==> src/sv/skf_pkg.sv <==
package skf_pkg;

	localparam int unsigned Q_W     = 16;
	localparam int unsigned COV_W   = 24;
	localparam int unsigned Z_W     = 16;
	localparam int unsigned X_W     = 32;
	localparam int unsigned K_W     = 16;
	localparam int unsigned CFG_IDX_W = 2;
	localparam int unsigned CFG_W   = 24;

	localparam logic [CFG_IDX_W-1:0] CFG_PROCESS_NOISE      = 2'd0;
	localparam logic [CFG_IDX_W-1:0] CFG_MEASUREMENT_NOISE  = 2'd1;
	localparam logic [CFG_IDX_W-1:0] CFG_INITIAL_COVARIANCE = 2'd2;

	localparam logic [Q_W-1:0]   PROCESS_NOISE_RST      = 16'd66;
	localparam logic [COV_W-1:0] MEASUREMENT_NOISE_RST  = 24'd38011;
	localparam logic [COV_W-1:0] INITIAL_COVARIANCE_RST = 24'd1311;

	localparam int unsigned DIV_STEPS = 16;
	localparam int unsigned DCNT_W    = 4;

	localparam int unsigned PC_W = 4;
	localparam logic [PC_W-1:0] PC_WAIT  = 4'd0;
	localparam logic [PC_W-1:0] PC_PRED  = 4'd1;
	localparam logic [PC_W-1:0] PC_DINIT = 4'd2;
	localparam logic [PC_W-1:0] PC_DIV   = 4'd3;
	localparam logic [PC_W-1:0] PC_DFIN  = 4'd4;
	localparam logic [PC_W-1:0] PC_MLO   = 4'd5;
	localparam logic [PC_W-1:0] PC_MHI   = 4'd6;
	localparam logic [PC_W-1:0] PC_MP    = 4'd7;
	localparam logic [PC_W-1:0] PC_UPD   = 4'd8;
	localparam logic [PC_W-1:0] PC_RST   = 4'd9;

	typedef logic [3:0] op_t;
	localparam op_t OP_WAIT  = 4'd0;
	localparam op_t OP_PRED  = 4'd1;
	localparam op_t OP_DINIT = 4'd2;
	localparam op_t OP_DIV   = 4'd3;
	localparam op_t OP_DFIN  = 4'd4;
	localparam op_t OP_MLO   = 4'd5;
	localparam op_t OP_MHI   = 4'd6;
	localparam op_t OP_MP    = 4'd7;
	localparam op_t OP_UPD   = 4'd8;
	localparam op_t OP_RST   = 4'd9;

	typedef logic [1:0] cond_t;
	localparam cond_t COND_NEXT     = 2'd0;
	localparam cond_t COND_ALWAYS   = 2'd1;
	localparam cond_t COND_RESTART  = 2'd2;
	localparam cond_t COND_DIV_MORE = 2'd3;

	typedef struct packed {
		op_t              op;
		cond_t            cond;
		logic [PC_W-1:0]  target;
	} ctrl_t;

	function automatic ctrl_t ucode(input logic [PC_W-1:0] pc);
		ctrl_t c;
		case (pc)
			PC_WAIT:  c = '{op: OP_WAIT,  cond: COND_RESTART,  target: PC_RST};
			PC_PRED:  c = '{op: OP_PRED,  cond: COND_NEXT,     target: PC_WAIT};
			PC_DINIT: c = '{op: OP_DINIT, cond: COND_NEXT,     target: PC_WAIT};
			PC_DIV:   c = '{op: OP_DIV,   cond: COND_DIV_MORE, target: PC_DIV};
			PC_DFIN:  c = '{op: OP_DFIN,  cond: COND_NEXT,     target: PC_WAIT};
			PC_MLO:   c = '{op: OP_MLO,   cond: COND_NEXT,     target: PC_WAIT};
			PC_MHI:   c = '{op: OP_MHI,   cond: COND_NEXT,     target: PC_WAIT};
			PC_MP:    c = '{op: OP_MP,    cond: COND_NEXT,     target: PC_WAIT};
			PC_UPD:   c = '{op: OP_UPD,   cond: COND_ALWAYS,   target: PC_WAIT};
			PC_RST:   c = '{op: OP_RST,   cond: COND_ALWAYS,   target: PC_WAIT};
			default:  c = '{op: OP_WAIT,  cond: COND_ALWAYS,   target: PC_WAIT};
		endcase
		return c;
	endfunction

endpackage

==> src/sv/skf_in_if.sv <==
interface skf_in_if;
	logic                                 valid;
	logic                                 ready;
	logic                                 action;
	logic signed [skf_pkg::Z_W-1:0]       measurement;

	modport source (output valid, output action, output measurement, input ready);
	modport sink   (input valid, input action, input measurement, output ready);
endinterface

==> src/sv/skf_out_if.sv <==
interface skf_out_if;
	logic                                 valid;
	logic                                 ready;
	logic signed [skf_pkg::X_W-1:0]       estimate;
	logic        [skf_pkg::K_W-1:0]       gain;

	modport source (output valid, output estimate, output gain, input ready);
	modport sink   (input valid, input estimate, input gain, output ready);
endinterface

==> src/sv/scalar_kalman_filter_core.sv <==
// Scalar Kalman filter with a constant state model in fixed point: each word on
// sample either filters a signed 16-bit measurement (action 0) or restarts the
// filter (action 1), and each gives exactly one word on result with the new
// Q16.16 estimate and the Q0.16 gain used. A filter word runs prediction, the
// bit-serial gain divider with setup and fix-up, products and update; a restart
// resets the state. One word is worked on at a time; the next is accepted
// while a finished result still waits in the output register. The user must
// write registers via cfg_we, cfg_index, cfg_wdata only while idle; unchecked.
module scalar_kalman_filter_core (
	input  logic                                 clk,
	input  logic                                 arst_n,
	skf_in_if.sink                               sample,
	skf_out_if.source                            result,
	input  logic                                 cfg_we,
	input  logic [skf_pkg::CFG_IDX_W-1:0]        cfg_index,
	input  logic [skf_pkg::CFG_W-1:0]            cfg_wdata
);

	logic [skf_pkg::Q_W-1:0]   q_noise_q;
	logic [skf_pkg::COV_W-1:0] r_noise_q;
	logic [skf_pkg::COV_W-1:0] p_init_q;

	logic [skf_pkg::PC_W-1:0]   pc_q;
	logic [skf_pkg::DCNT_W-1:0] dcnt_q;
	skf_pkg::ctrl_t             ctrl;

	logic signed [skf_pkg::X_W-1:0] x_q;
	logic [skf_pkg::COV_W-1:0]      p_q;
	logic signed [skf_pkg::Z_W-1:0] z_q;
	logic [skf_pkg::COV_W-1:0]      pp_q;
	logic [skf_pkg::COV_W:0]        denom_q;
	logic [skf_pkg::COV_W:0]        rem_q;
	logic [skf_pkg::K_W-1:0]        k_q;
	logic signed [32:0]             diff_q;
	logic signed [42:0]             prod_q;
	logic signed [34:0]             acc_q;

	logic                           out_valid_q;
	logic signed [skf_pkg::X_W-1:0] out_est_q;
	logic [skf_pkg::K_W-1:0]        out_gain_q;

	logic                           in_fire;
	logic                           out_busy;
	logic                           stall;
	logic                           taken;
	logic                           emit;

	logic [skf_pkg::COV_W:0]        pp_sum;
	logic [skf_pkg::COV_W-1:0]      pp_sat;
	logic signed [32:0]             diff_new;
	logic [skf_pkg::COV_W+1:0]      rem_sh;
	logic [skf_pkg::COV_W+1:0]      rem_sub;
	logic signed [17:0]             mul_a;
	logic signed [24:0]             mul_b;
	logic signed [42:0]             mul_p;
	logic signed [34:0]             x_sum;
	logic signed [skf_pkg::X_W-1:0] x_new;

	assign ctrl     = skf_pkg::ucode(pc_q);
	assign in_fire  = sample.valid && sample.ready;
	assign out_busy = out_valid_q && !result.ready;
	assign sample.ready = (ctrl.op == skf_pkg::OP_WAIT);

	assign result.valid    = out_valid_q;
	assign result.estimate = out_est_q;
	assign result.gain     = out_gain_q;

	assign emit  = ((ctrl.op == skf_pkg::OP_UPD) || (ctrl.op == skf_pkg::OP_RST)) && !out_busy;
	assign stall = ((ctrl.op == skf_pkg::OP_WAIT) && !in_fire) ||
		(((ctrl.op == skf_pkg::OP_UPD) || (ctrl.op == skf_pkg::OP_RST)) && out_busy);

	always_comb begin
		case (ctrl.cond)
			skf_pkg::COND_NEXT:     taken = 1'b0;
			skf_pkg::COND_ALWAYS:   taken = 1'b1;
			skf_pkg::COND_RESTART:  taken = sample.action;
			skf_pkg::COND_DIV_MORE: taken = (dcnt_q != skf_pkg::DCNT_W'(skf_pkg::DIV_STEPS - 1));
			default:                taken = 1'b0;
		endcase
	end

	assign pp_sum = {1'b0, p_q} + {9'b0, q_noise_q};
	assign pp_sat = pp_sum[skf_pkg::COV_W] ? {skf_pkg::COV_W{1'b1}} : pp_sum[skf_pkg::COV_W-1:0];
	assign diff_new = {z_q[skf_pkg::Z_W-1], z_q, 16'b0} - {x_q[skf_pkg::X_W-1], x_q};

	assign rem_sh  = {rem_q, 1'b0};
	assign rem_sub = rem_sh - {1'b0, denom_q};

	always_comb begin
		case (ctrl.op)
			skf_pkg::OP_MLO: begin
				mul_a = {2'b0, k_q};
				mul_b = {9'b0, diff_q[15:0]};
			end
			skf_pkg::OP_MHI: begin
				mul_a = {2'b0, k_q};
				mul_b = {{8{diff_q[32]}}, diff_q[32:16]};
			end
			skf_pkg::OP_MP: begin
				mul_a = 18'sd65536 - {2'b0, k_q};
				mul_b = {1'b0, pp_q};
			end
			default: begin
				mul_a = '0;
				mul_b = '0;
			end
		endcase
	end

	assign mul_p = 43'(mul_a) * 43'(mul_b);

	assign x_sum = acc_q + {{3{x_q[skf_pkg::X_W-1]}}, x_q};
	always_comb begin
		if (x_sum > 35'sd2147483647) begin
			x_new = 32'sh7FFFFFFF;
		end else if (x_sum < -35'sd2147483648) begin
			x_new = 32'sh80000000;
		end else begin
			x_new = x_sum[31:0];
		end
	end

	always_ff @(posedge clk or negedge arst_n) begin
		if (!arst_n) begin
			q_noise_q <= skf_pkg::PROCESS_NOISE_RST;
			r_noise_q <= skf_pkg::MEASUREMENT_NOISE_RST;
			p_init_q  <= skf_pkg::INITIAL_COVARIANCE_RST;
		end else if (cfg_we) begin
			case (cfg_index)
				skf_pkg::CFG_PROCESS_NOISE:      q_noise_q <= cfg_wdata[skf_pkg::Q_W-1:0];
				skf_pkg::CFG_MEASUREMENT_NOISE:  r_noise_q <= cfg_wdata;
				skf_pkg::CFG_INITIAL_COVARIANCE: p_init_q  <= cfg_wdata;
				default: ;
			endcase
		end
	end

	always_ff @(posedge clk or negedge arst_n) begin
		if (!arst_n) begin
			pc_q <= skf_pkg::PC_WAIT;
		end else if (!stall) begin
			pc_q <= taken ? ctrl.target : pc_q + 1'b1;
		end
	end

	always_ff @(posedge clk or negedge arst_n) begin
		if (!arst_n) begin
			out_valid_q <= 1'b0;
		end else if (emit) begin
			out_valid_q <= 1'b1;
		end else if (result.valid && result.ready) begin
			out_valid_q <= 1'b0;
		end
	end

	always_ff @(posedge clk or negedge arst_n) begin
		if (!arst_n) begin
			x_q         <= '0;
			p_q         <= skf_pkg::INITIAL_COVARIANCE_RST;
			dcnt_q      <= '0;
		end else begin
			case (ctrl.op)
				skf_pkg::OP_DINIT: dcnt_q <= '0;
				skf_pkg::OP_DIV:   dcnt_q <= dcnt_q + 1'b1;
				skf_pkg::OP_UPD: begin
					if (emit) begin
						x_q         <= x_new;
						p_q         <= prod_q[39:16];
					end
				end
				skf_pkg::OP_RST: begin
					if (emit) begin
						x_q         <= '0;
						p_q         <= p_init_q;
					end
				end
				default: ;
			endcase
		end
	end

	always_ff @(posedge clk) begin
		case (ctrl.op)
			skf_pkg::OP_WAIT: begin
				if (in_fire) begin
					z_q <= sample.measurement;
				end
			end
			skf_pkg::OP_PRED: begin
				pp_q   <= pp_sat;
				diff_q <= diff_new;
			end
			skf_pkg::OP_DINIT: begin
				rem_q   <= {1'b0, pp_q};
				denom_q <= {1'b0, pp_q} + {1'b0, r_noise_q};
				k_q     <= '0;
			end
			skf_pkg::OP_DIV: begin
				if (!rem_sub[skf_pkg::COV_W+1]) begin
					rem_q <= rem_sub[skf_pkg::COV_W:0];
					k_q   <= {k_q[skf_pkg::K_W-2:0], 1'b1};
				end else begin
					rem_q <= rem_sh[skf_pkg::COV_W:0];
					k_q   <= {k_q[skf_pkg::K_W-2:0], 1'b0};
				end
			end
			skf_pkg::OP_DFIN: begin
				if (denom_q == '0) begin
					k_q <= '0;
				end else if (r_noise_q == '0) begin
					k_q <= {skf_pkg::K_W{1'b1}};
				end
			end
			skf_pkg::OP_MLO: prod_q <= mul_p;
			skf_pkg::OP_MHI: begin
				acc_q  <= {{8{prod_q[42]}}, prod_q[42:16]};
				prod_q <= mul_p;
			end
			skf_pkg::OP_MP: begin
				acc_q  <= acc_q + prod_q[34:0];
				prod_q <= mul_p;
			end
			skf_pkg::OP_UPD: begin
				if (emit) begin
					out_est_q  <= x_new;
					out_gain_q <= k_q;
				end
			end
			skf_pkg::OP_RST: begin
				if (emit) begin
					out_est_q  <= '0;
					out_gain_q <= '0;
				end
			end
			default: ;
		endcase
	end

endmodule
==> src/flat_wrapper.sv <==
// flat-port wrapper written by rule: the top's interface ports become plain ports
module scalar_kalman_filter_core_flat 
  (clk, arst_n, cfg_we, cfg_index, cfg_wdata, sample_valid, sample_action, sample_measurement, sample_ready, result_valid, result_estimate, result_gain, result_ready);
  skf_in_if sample_i ();
  skf_out_if result_i ();
  input  logic clk;
  input  logic arst_n;
  input  logic cfg_we;
  input  logic [skf_pkg::CFG_IDX_W-1:0] cfg_index;
  input  logic [skf_pkg::CFG_W-1:0] cfg_wdata;
  input wire logic [$bits(sample_i.valid)-1:0] sample_valid;
  input wire logic [$bits(sample_i.action)-1:0] sample_action;
  input wire logic [$bits(sample_i.measurement)-1:0] sample_measurement;
  output wire logic [$bits(sample_i.ready)-1:0] sample_ready;
  output wire logic [$bits(result_i.valid)-1:0] result_valid;
  output wire logic [$bits(result_i.estimate)-1:0] result_estimate;
  output wire logic [$bits(result_i.gain)-1:0] result_gain;
  input wire logic [$bits(result_i.ready)-1:0] result_ready;
  assign sample_i.valid = sample_valid;
  assign sample_i.action = sample_action;
  assign sample_i.measurement = sample_measurement;
  assign sample_ready = sample_i.ready;
  assign result_valid = result_i.valid;
  assign result_estimate = result_i.estimate;
  assign result_gain = result_i.gain;
  assign result_i.ready = result_ready;
  scalar_kalman_filter_core u_core (.clk(clk), .arst_n(arst_n), .sample(sample_i), .result(result_i), .cfg_we(cfg_we), .cfg_index(cfg_index), .cfg_wdata(cfg_wdata));
endmodule
==> config.mk <==
export PLATFORM = sky130hd
export DESIGN_NAME = scalar_kalman_filter_core_flat
export DESIGN_NICKNAME = d
export VERILOG_FILES = /design/src/sv/skf_pkg.sv /design/src/sv/skf_in_if.sv /design/src/sv/skf_out_if.sv /design/src/sv/scalar_kalman_filter_core.sv /design/src/flat_wrapper.sv
export SDC_FILE = /design/constraint.sdc
export NUM_CORES = 2
export LEC_CHECK = 0
export BUFFER_PORTS_ARGS = -buffer_cell sky130_fd_sc_hd__buf_4
export CORE_ASPECT_RATIO = 0.9
export CORE_MARGIN = 2
export CORE_UTILIZATION = 60
export DETAILED_ROUTE_END_ITERATION = 12
export PLACE_DENSITY = 0.77
export SYNTH_ARGS = -nofsm -noshare
export SYNTH_HDL_FRONTEND = slang
export SYNTH_SLANG_ARGS = --single-unit
==> constraint.sdc <==
create_clock -name clk -period 15.12 [get_ports clk]
set_input_delay 1.512 -clock clk [delete_from_list [all_inputs] [get_ports clk]]
set_output_delay 1.512 -clock clk [all_outputs]
set_load 0.1 [all_outputs]
Word-level counts from Yosys, hierarchy flattened
Memories as Yosys holds them, arrays and structs flattened.
Cells that the tools add are included.
{"block": "classes", "addsub": 9, "n_mul": 1, "order_cmp": 2, "n_eq_ne": 18, "mux": 25, "reduce_logical": 29}
{"operator": "2-to-1 mux 32 bit", "count": 4}
{"operator": "one-hot mux 25 bit (3 select lines)", "count": 1}
{"operator": "adder 35 bit", "count": 2}
{"operator": "one-hot mux 35 bit (2 select lines)", "count": 1}
{"operator": "2-to-1 mux 16 bit", "count": 4}
{"operator": "one-hot mux 32 bit (2 select lines)", "count": 1}
{"operator": "one-hot mux 25 bit (2 select lines)", "count": 1}
{"operator": "2-to-1 mux 24 bit", "count": 2}
{"operator": "one-hot mux 16 bit (3 select lines)", "count": 1}
{"operator": "one-hot mux 24 bit (2 select lines)", "count": 1}
{"operator": "multiplier 18 x 25 -> 43 bit", "count": 1}
{"operator": "one-hot mux 18 bit (2 select lines)", "count": 1}
{"operator": "> comparator 35 x 32 -> 1 bit, second input constant", "count": 1}
{"operator": "< comparator 35 x 32 -> 1 bit, second input constant", "count": 1}
{"operator": "subtractor 32 x 32 -> 33 bit", "count": 1}
{"operator": "one-hot mux 16 bit (2 select lines)", "count": 1}
{"operator": "subtractor 26 x 25 -> 26 bit", "count": 1}
{"operator": "adder 24 x 16 -> 25 bit", "count": 1}
{"operator": "adder 24 x 24 -> 25 bit", "count": 1}
{"operator": "zero test 25 bit", "count": 1}
{"operator": "2-to-1 mux 25 bit", "count": 1}
{"operator": "zero test 24 bit", "count": 1}
{"operator": "subtractor 17 x 16 -> 18 bit, first input constant", "count": 1}
{"operator": "== test 4 x 3 -> 1 bit, second input constant", "count": 4}
{"operator": "other kinds (24)", "count": 49}
{"block": "totals", "reg_bits": 394, "rom_bits": 144, "input_bits": 48, "word_cells": 103, "memories": 1}
{"name": "(name not given)", "depth": 16, "width": 9, "rd": 1, "rd_clocked_by_memory_dff": 0, "write_ports": 0, "line": "skf_pkg.sv:60", "text": "case (pc)"}

Longest topological paths before layout
{"block": "depth", "ltp_word": 6, "mapped_depth": 36, "ltp_nobuf": 32}

Least setup slack after synthesis
Ideal clock, no wire load.
{"block": "synth_path", "path_kind": "reg-to-reg", "from": "register u_core.pc_q[2] (netlist name)", "to": "register u_core.prod_q[41] (data pin)", "t_arrival_ps": 10720, "t_required_ps": 14862, "path_slack_ps": 4142, "path_stages_with_launch": 28, "path_buffers": 3, "synth_period_minus_slack_ps": 10978, "cell_sequence": "dfrtp_1 > clkinv_1 > nor3_1 > or2_2 > clkbuf_1 > and2_1 > clkbuf_1 > buf_4 > nand2_1 > fa_1 > inv_1 > fa_1 > fa_1 > fa_1 > fa_1 > inv_1 > fa_1 > inv_1 > ha_1 > a2111oi_0 > o21ai_0 > a211oi_1 > a31oi_1 > a2111oi_0 > nor2_1 > a211o_1 > a21oi_1 > xnor2_1"}
{"block": "synth_via", "elab_chain_cells": 5, "elab_cells_between_ends": 8}
{"item": "from (decl)", "line": "scalar_kalman_filter_core.sv:23", "text": "logic [skf_pkg::PC_W-1:0] pc_q;"}
{"item": "from (signal assigned)", "line": "scalar_kalman_filter_core.sv:140", "text": "pc_q <= skf_pkg::PC_WAIT;"}
{"item": "from (signal assigned)", "line": "scalar_kalman_filter_core.sv:142", "text": "pc_q <= taken ? ctrl.target : pc_q + 1'b1;"}
{"item": "memory (16 x 9 bit) (*)"}
{"item": "== test 4 x 3 -> 1 bit", "line": "scalar_kalman_filter_core.sv:90", "text": "case (ctrl.op)"}
{"item": "OR reduction 2 bit (no source line)"}
{"item": "one-hot mux 18 bit (2 select lines)", "line": "scalar_kalman_filter_core.sv:90"}
{"item": "multiplier 18 x 25 -> 43 bit (*)", "line": "scalar_kalman_filter_core.sv:110", "text": "assign mul_p = 43'(mul_a) * 43'(mul_b);"}
{"item": "via u_core.mul_p[41]", "line": "scalar_kalman_filter_core.sv:55", "text": "logic signed [42:0] mul_p;"}
{"item": "to (signal assigned)", "line": "scalar_kalman_filter_core.sv:214", "text": "skf_pkg::OP_MLO: prod_q <= mul_p;"}
{"item": "to (signal assigned)", "line": "scalar_kalman_filter_core.sv:217", "text": "prod_q <= mul_p;"}
{"item": "to (signal assigned)", "line": "scalar_kalman_filter_core.sv:221", "text": "prod_q <= mul_p;"}
{"item": "to (decl)", "line": "scalar_kalman_filter_core.sv:35", "text": "logic signed [42:0] prod_q;"}
Mark *: on every way through the listed nets, which the timed path passes. The rest lies on a longest branch.
A chain may end at the register's enable or synchronous reset.

Worst setup path after layout
{"block": "layout_path", "from": "register u_core.pc_q[3] (netlist name)", "to": "register u_core.prod_q[39] (data pin)"}
The elaborated chain is that of the path after synthesis.

==> impl_metrics.tcl <==
set metrics [dict create \
    synth_most_common_cell "inv_1" \
    netlist_area_um2 38300 \
    async_flop_share_pct 32.7 \
    ant_nets 0 \
    syn2layout_area_growth_pct 7.93 \
    r2r-end "u_core.prod_q[39]$_DFFE_PN_" \
    maxCapViolCount 0 \
    start_kind "register" \
    die_h_um 244 \
    synth_common_cells "inv_1, nand2_1, fa_1, nor2_1, edfxtp_1" \
    required_ps 15420 \
    hp-start "u_core.p_q[2]$_DFFE_PN1P_" \
    rows 87 \
    vias 29600 \
    slew_violations 0 \
    fin_skew_ps 45.3 \
    yosysSeqAreaShare_pct 29.3 \
    syn_nets 4758 \
    clk_pin_slew_worst_paths_ps 60 \
    hold_end "u_core.p_q[2]$_DFFE_PN1P_" \
    synth_warnings 0 \
    worstSetupEndpointType "register" \
    fin_nets 4785 \
    powerDensity_nw_per_um2 173 \
    syn-instance-count 4030 \
    post_cts_resized 0 \
    synth_flop_cell "edfxtp_1" \
    viasPerCell 6.00 \
    clkLatencyLatePin_ps 600 \
    wirelength_mm 105 \
    synth_area_leaders "fa_1, edfxtp_1, ha_1" \
    drc_errors 0 \
    fin_cells 4936 \
    status "completed" \
    grt_max_degree 81 \
    nFillCells 5138 \
    max_freq_mhz 105 \
    clock_path_buffers 3 \
    die_area_um2 65900 \
    setup_viol 0 \
    criticalPathCategory "reg -> reg" \
    postCtsHoldBufs 0 \
    path_common_cell "fa_1" \
    root_buffer "clkbuf_16" \
    placed_cells 4859 \
    core_um2 62900 \
    r2r_cells 28 \
    yosys.area.top_type "fa_1" \
    antenna_found_initial 1 \
    fin_crit_sh_pct 62.8 \
    whs_path_depth 2 \
    hold_viol_final 0 \
    path_max_fanout 21 \
    grt_first_pass_wirelength_mm 165 \
    die_x_um 270 \
    grt_pass1_vias 29200 \
    cts_tree "yes" \
    setup_tns_ps 0 \
    io_buffers 97 \
    gp_congestion 0.988 \
    rsz0062_at_grt "false" \
    arrival_ps 9800 \
    hold_class "reg -> reg" \
    reg2reg_from "u_core.pc_q[3]$_DFFE_PN0N_" \
    io_pins 98 \
    drive_gt1_share_pct 8.46 \
    dr.pass1.iters 8 \
    wl_per_cell_um 21.2 \
    cpPeakStageDelay_ps 880 \
    slew_headroom_pct 15.1 \
    holdWs_ps 484 \
    ir_drop_uv 192 \
    min_period_ps 9500 \
    cts_num_sinks 394 \
    power.leakage_uw 0.0188 \
    finish.utilization_pct 65.7 \
    detail_route.iter0.violations 2854 \
    cts_setup_buffers 0 \
    grt_use_total_pct 32.2 \
    ctsHtreeMaxLevel 2 \
    slowest_stage "o31a_1" \
    worst-r2r-setup-slack_ps 5620 \
    synth_cell_types 90 \
    syn_avg_cell_area_um2 9.51 \
    synth_top_area_share_pct 22.0 \
    hpwlAfterDp_mm 81.4 \
    worst_pin_slew_ps 1270 \
    ys_ff_latch 394 \
    overflow 0 \
    synth_edf_count 265 \
    initial_core_util_pct 60.9 \
    numCtsBuffers 41 \
]
[layout make-up]
class / instances / area (um^2) / area share (%)
tap: 845 / 1060 / 2.56
timing repair buffer: 132 / 995 / 2.40
antenna: 1 / 2.50 / 0.00605
clock buffer: 51 / 1150 / 2.78
clock inverter: 25 / 318 / 0.768
multi-input combinational: 2879 / 24300 / 58.8
sequential: 394 / 11200 / 27.1
inverter: 609 / 2290 / 5.53
[metrics by stage]
stage | worst slack (ps) | total power, uW | instance area (um^2)
finish | 5620 | 7160 | 41400
global route | 5080 | 7620 | 41400
CTS | 5760 | 7120 | 41400
detailed placement | 5830 | 5980 | 39900
global placement | 5970 | 5920 | 39900
floorplan | 4140 | 4990 | 38300
[registers in the layout, summed over array words and instances (netlist names)]
register and count:
u_core.dcnt_q 4, u_core.prod_q 43, u_core.r_noise_q 24, u_core.z_q 16, u_core.p_q 24, u_core.rem_q 25
u_core.pp_q 24, u_core.denom_q 25, u_core.k_q 16, u_core.result.estimate 32, u_core.x_q 32, u_core.q_noise_q 16
u_core.p_init_q 24, u_core.pc_q 4, u_core.result.gain 16, u_core.acc_q 35, u_core.result.valid 1, u_core.diff_q 33
[how the worst max path moves through the flow]
| stage | from | endpoint | slack [ps] |
|---|---|---|---|
| finish | u_core.pc_q[3]$_DFFE_PN0N_ | u_core.prod_q[39]$_DFFE_PN_ | 5620 |
| floorplan | u_core.pc_q[2]$_DFFE_PN0N_ | u_core.prod_q[41]$_DFFE_PN_ | 4140 |
| detailed placement | u_core.k_q[4]$_DFFE_PP_ | u_core.prod_q[41]$_DFFE_PN_ | 5830 |
| global placement | u_core.pc_q[3]$_DFFE_PN0N_ | u_core.prod_q[39]$_DFFE_PN_ | 5970 |
| CTS | u_core.k_q[4]$_DFFE_PP_ | u_core.prod_q[39]$_DFFE_PN_ | 5760 |
| global route | u_core.pc_q[3]$_DFFE_PN0N_ | u_core.prod_q[39]$_DFFE_PN_ | 5080 |
[cells by family (layout without fill, tap and decap cells)]
group / count (synthesis) / in the layout / share of synthesized area (%)
AO/OA/AOI/OAI: 745 / 745 / 12.8
XOR/XNOR: 168 / 168 / 3.88
adder cells (fa/ha/maj): 680 / 680 / 30.4
buffers and inverters: 757 / 817 / 7.56
flip-flops: 394 / 394 / 29.3
multiplexers: 72 / 72 / 2.11
other: 2 / 3 / 0.0196
AND/OR/NAND/NOR: 1212 / 1212 / 13.9
[per-layer routing]
layer	vias up	track usage (%)	share of wire, %
met5	-	0	0.011
li1	13500	-	-
met3	270	9.21	12
met4	2	10.5	3.9
met1	14400	43.9	40
met2	1416	50.1	45
[report_power, final]
| part | internal (uW) | total (uW) | switching (uW) | leakage [uW] |
|---|---|---|---|---|
| registers | 1790 | 2230 | 432 | 0.00398 |
| clock network | 649 | 1110 | 456 | 0.000711 |
| logic | 1330 | 3830 | 2500 | 0.0141 |
| total | 3770 | 7160 | 3390 | 0.0188 |
[placed cells by master, fill, tap and decap left out, drive strengths merged, types with 17 or more instances in the layout]
cell type | synthesis | layout
ha | 259 | 259
dfstp | 25 | 25
clkinv | 2 | 18
clkbuf | 119 | 51
o311ai | 36 | 36
a31oi | 49 | 49
fa | 421 | 421
inv | 607 | 608
o21bai | 17 | 17
nand3 | 60 | 60
edfxtp | 265 | 265
a211oi | 51 | 51
or3 | 22 | 22
nand4 | 21 | 21
nor4 | 25 | 25
dfrtp | 104 | 104
and3 | 21 | 21
o21ai | 184 | 184
o21a | 27 | 27
xor2 | 66 | 66
buf | 29 | 132
nor2b | 39 | 39
o22ai | 25 | 25
a21oi | 155 | 155
and2 | 26 | 26
nand2 | 504 | 504
a21o | 64 | 64
xnor2 | 102 | 102
o31ai | 32 | 32
nor2 | 366 | 366
mux2 | 71 | 71
nand2b | 39 | 39
nor3 | 54 | 54
[critical path, delay by kind of cell (launching register included)]
family / cells / cell delay [ps]
AO/OA/AOI/OAI: 8 / 2410
XOR/XNOR: 1 / 130
adder cells (fa/ha/maj): 7 / 3460
buffers and inverters: 5 / 440
flip-flops: 1 / 870
AND/OR/NAND/NOR: 7 / 1890
Note: power is estimated with default switching activity, not from simulation.
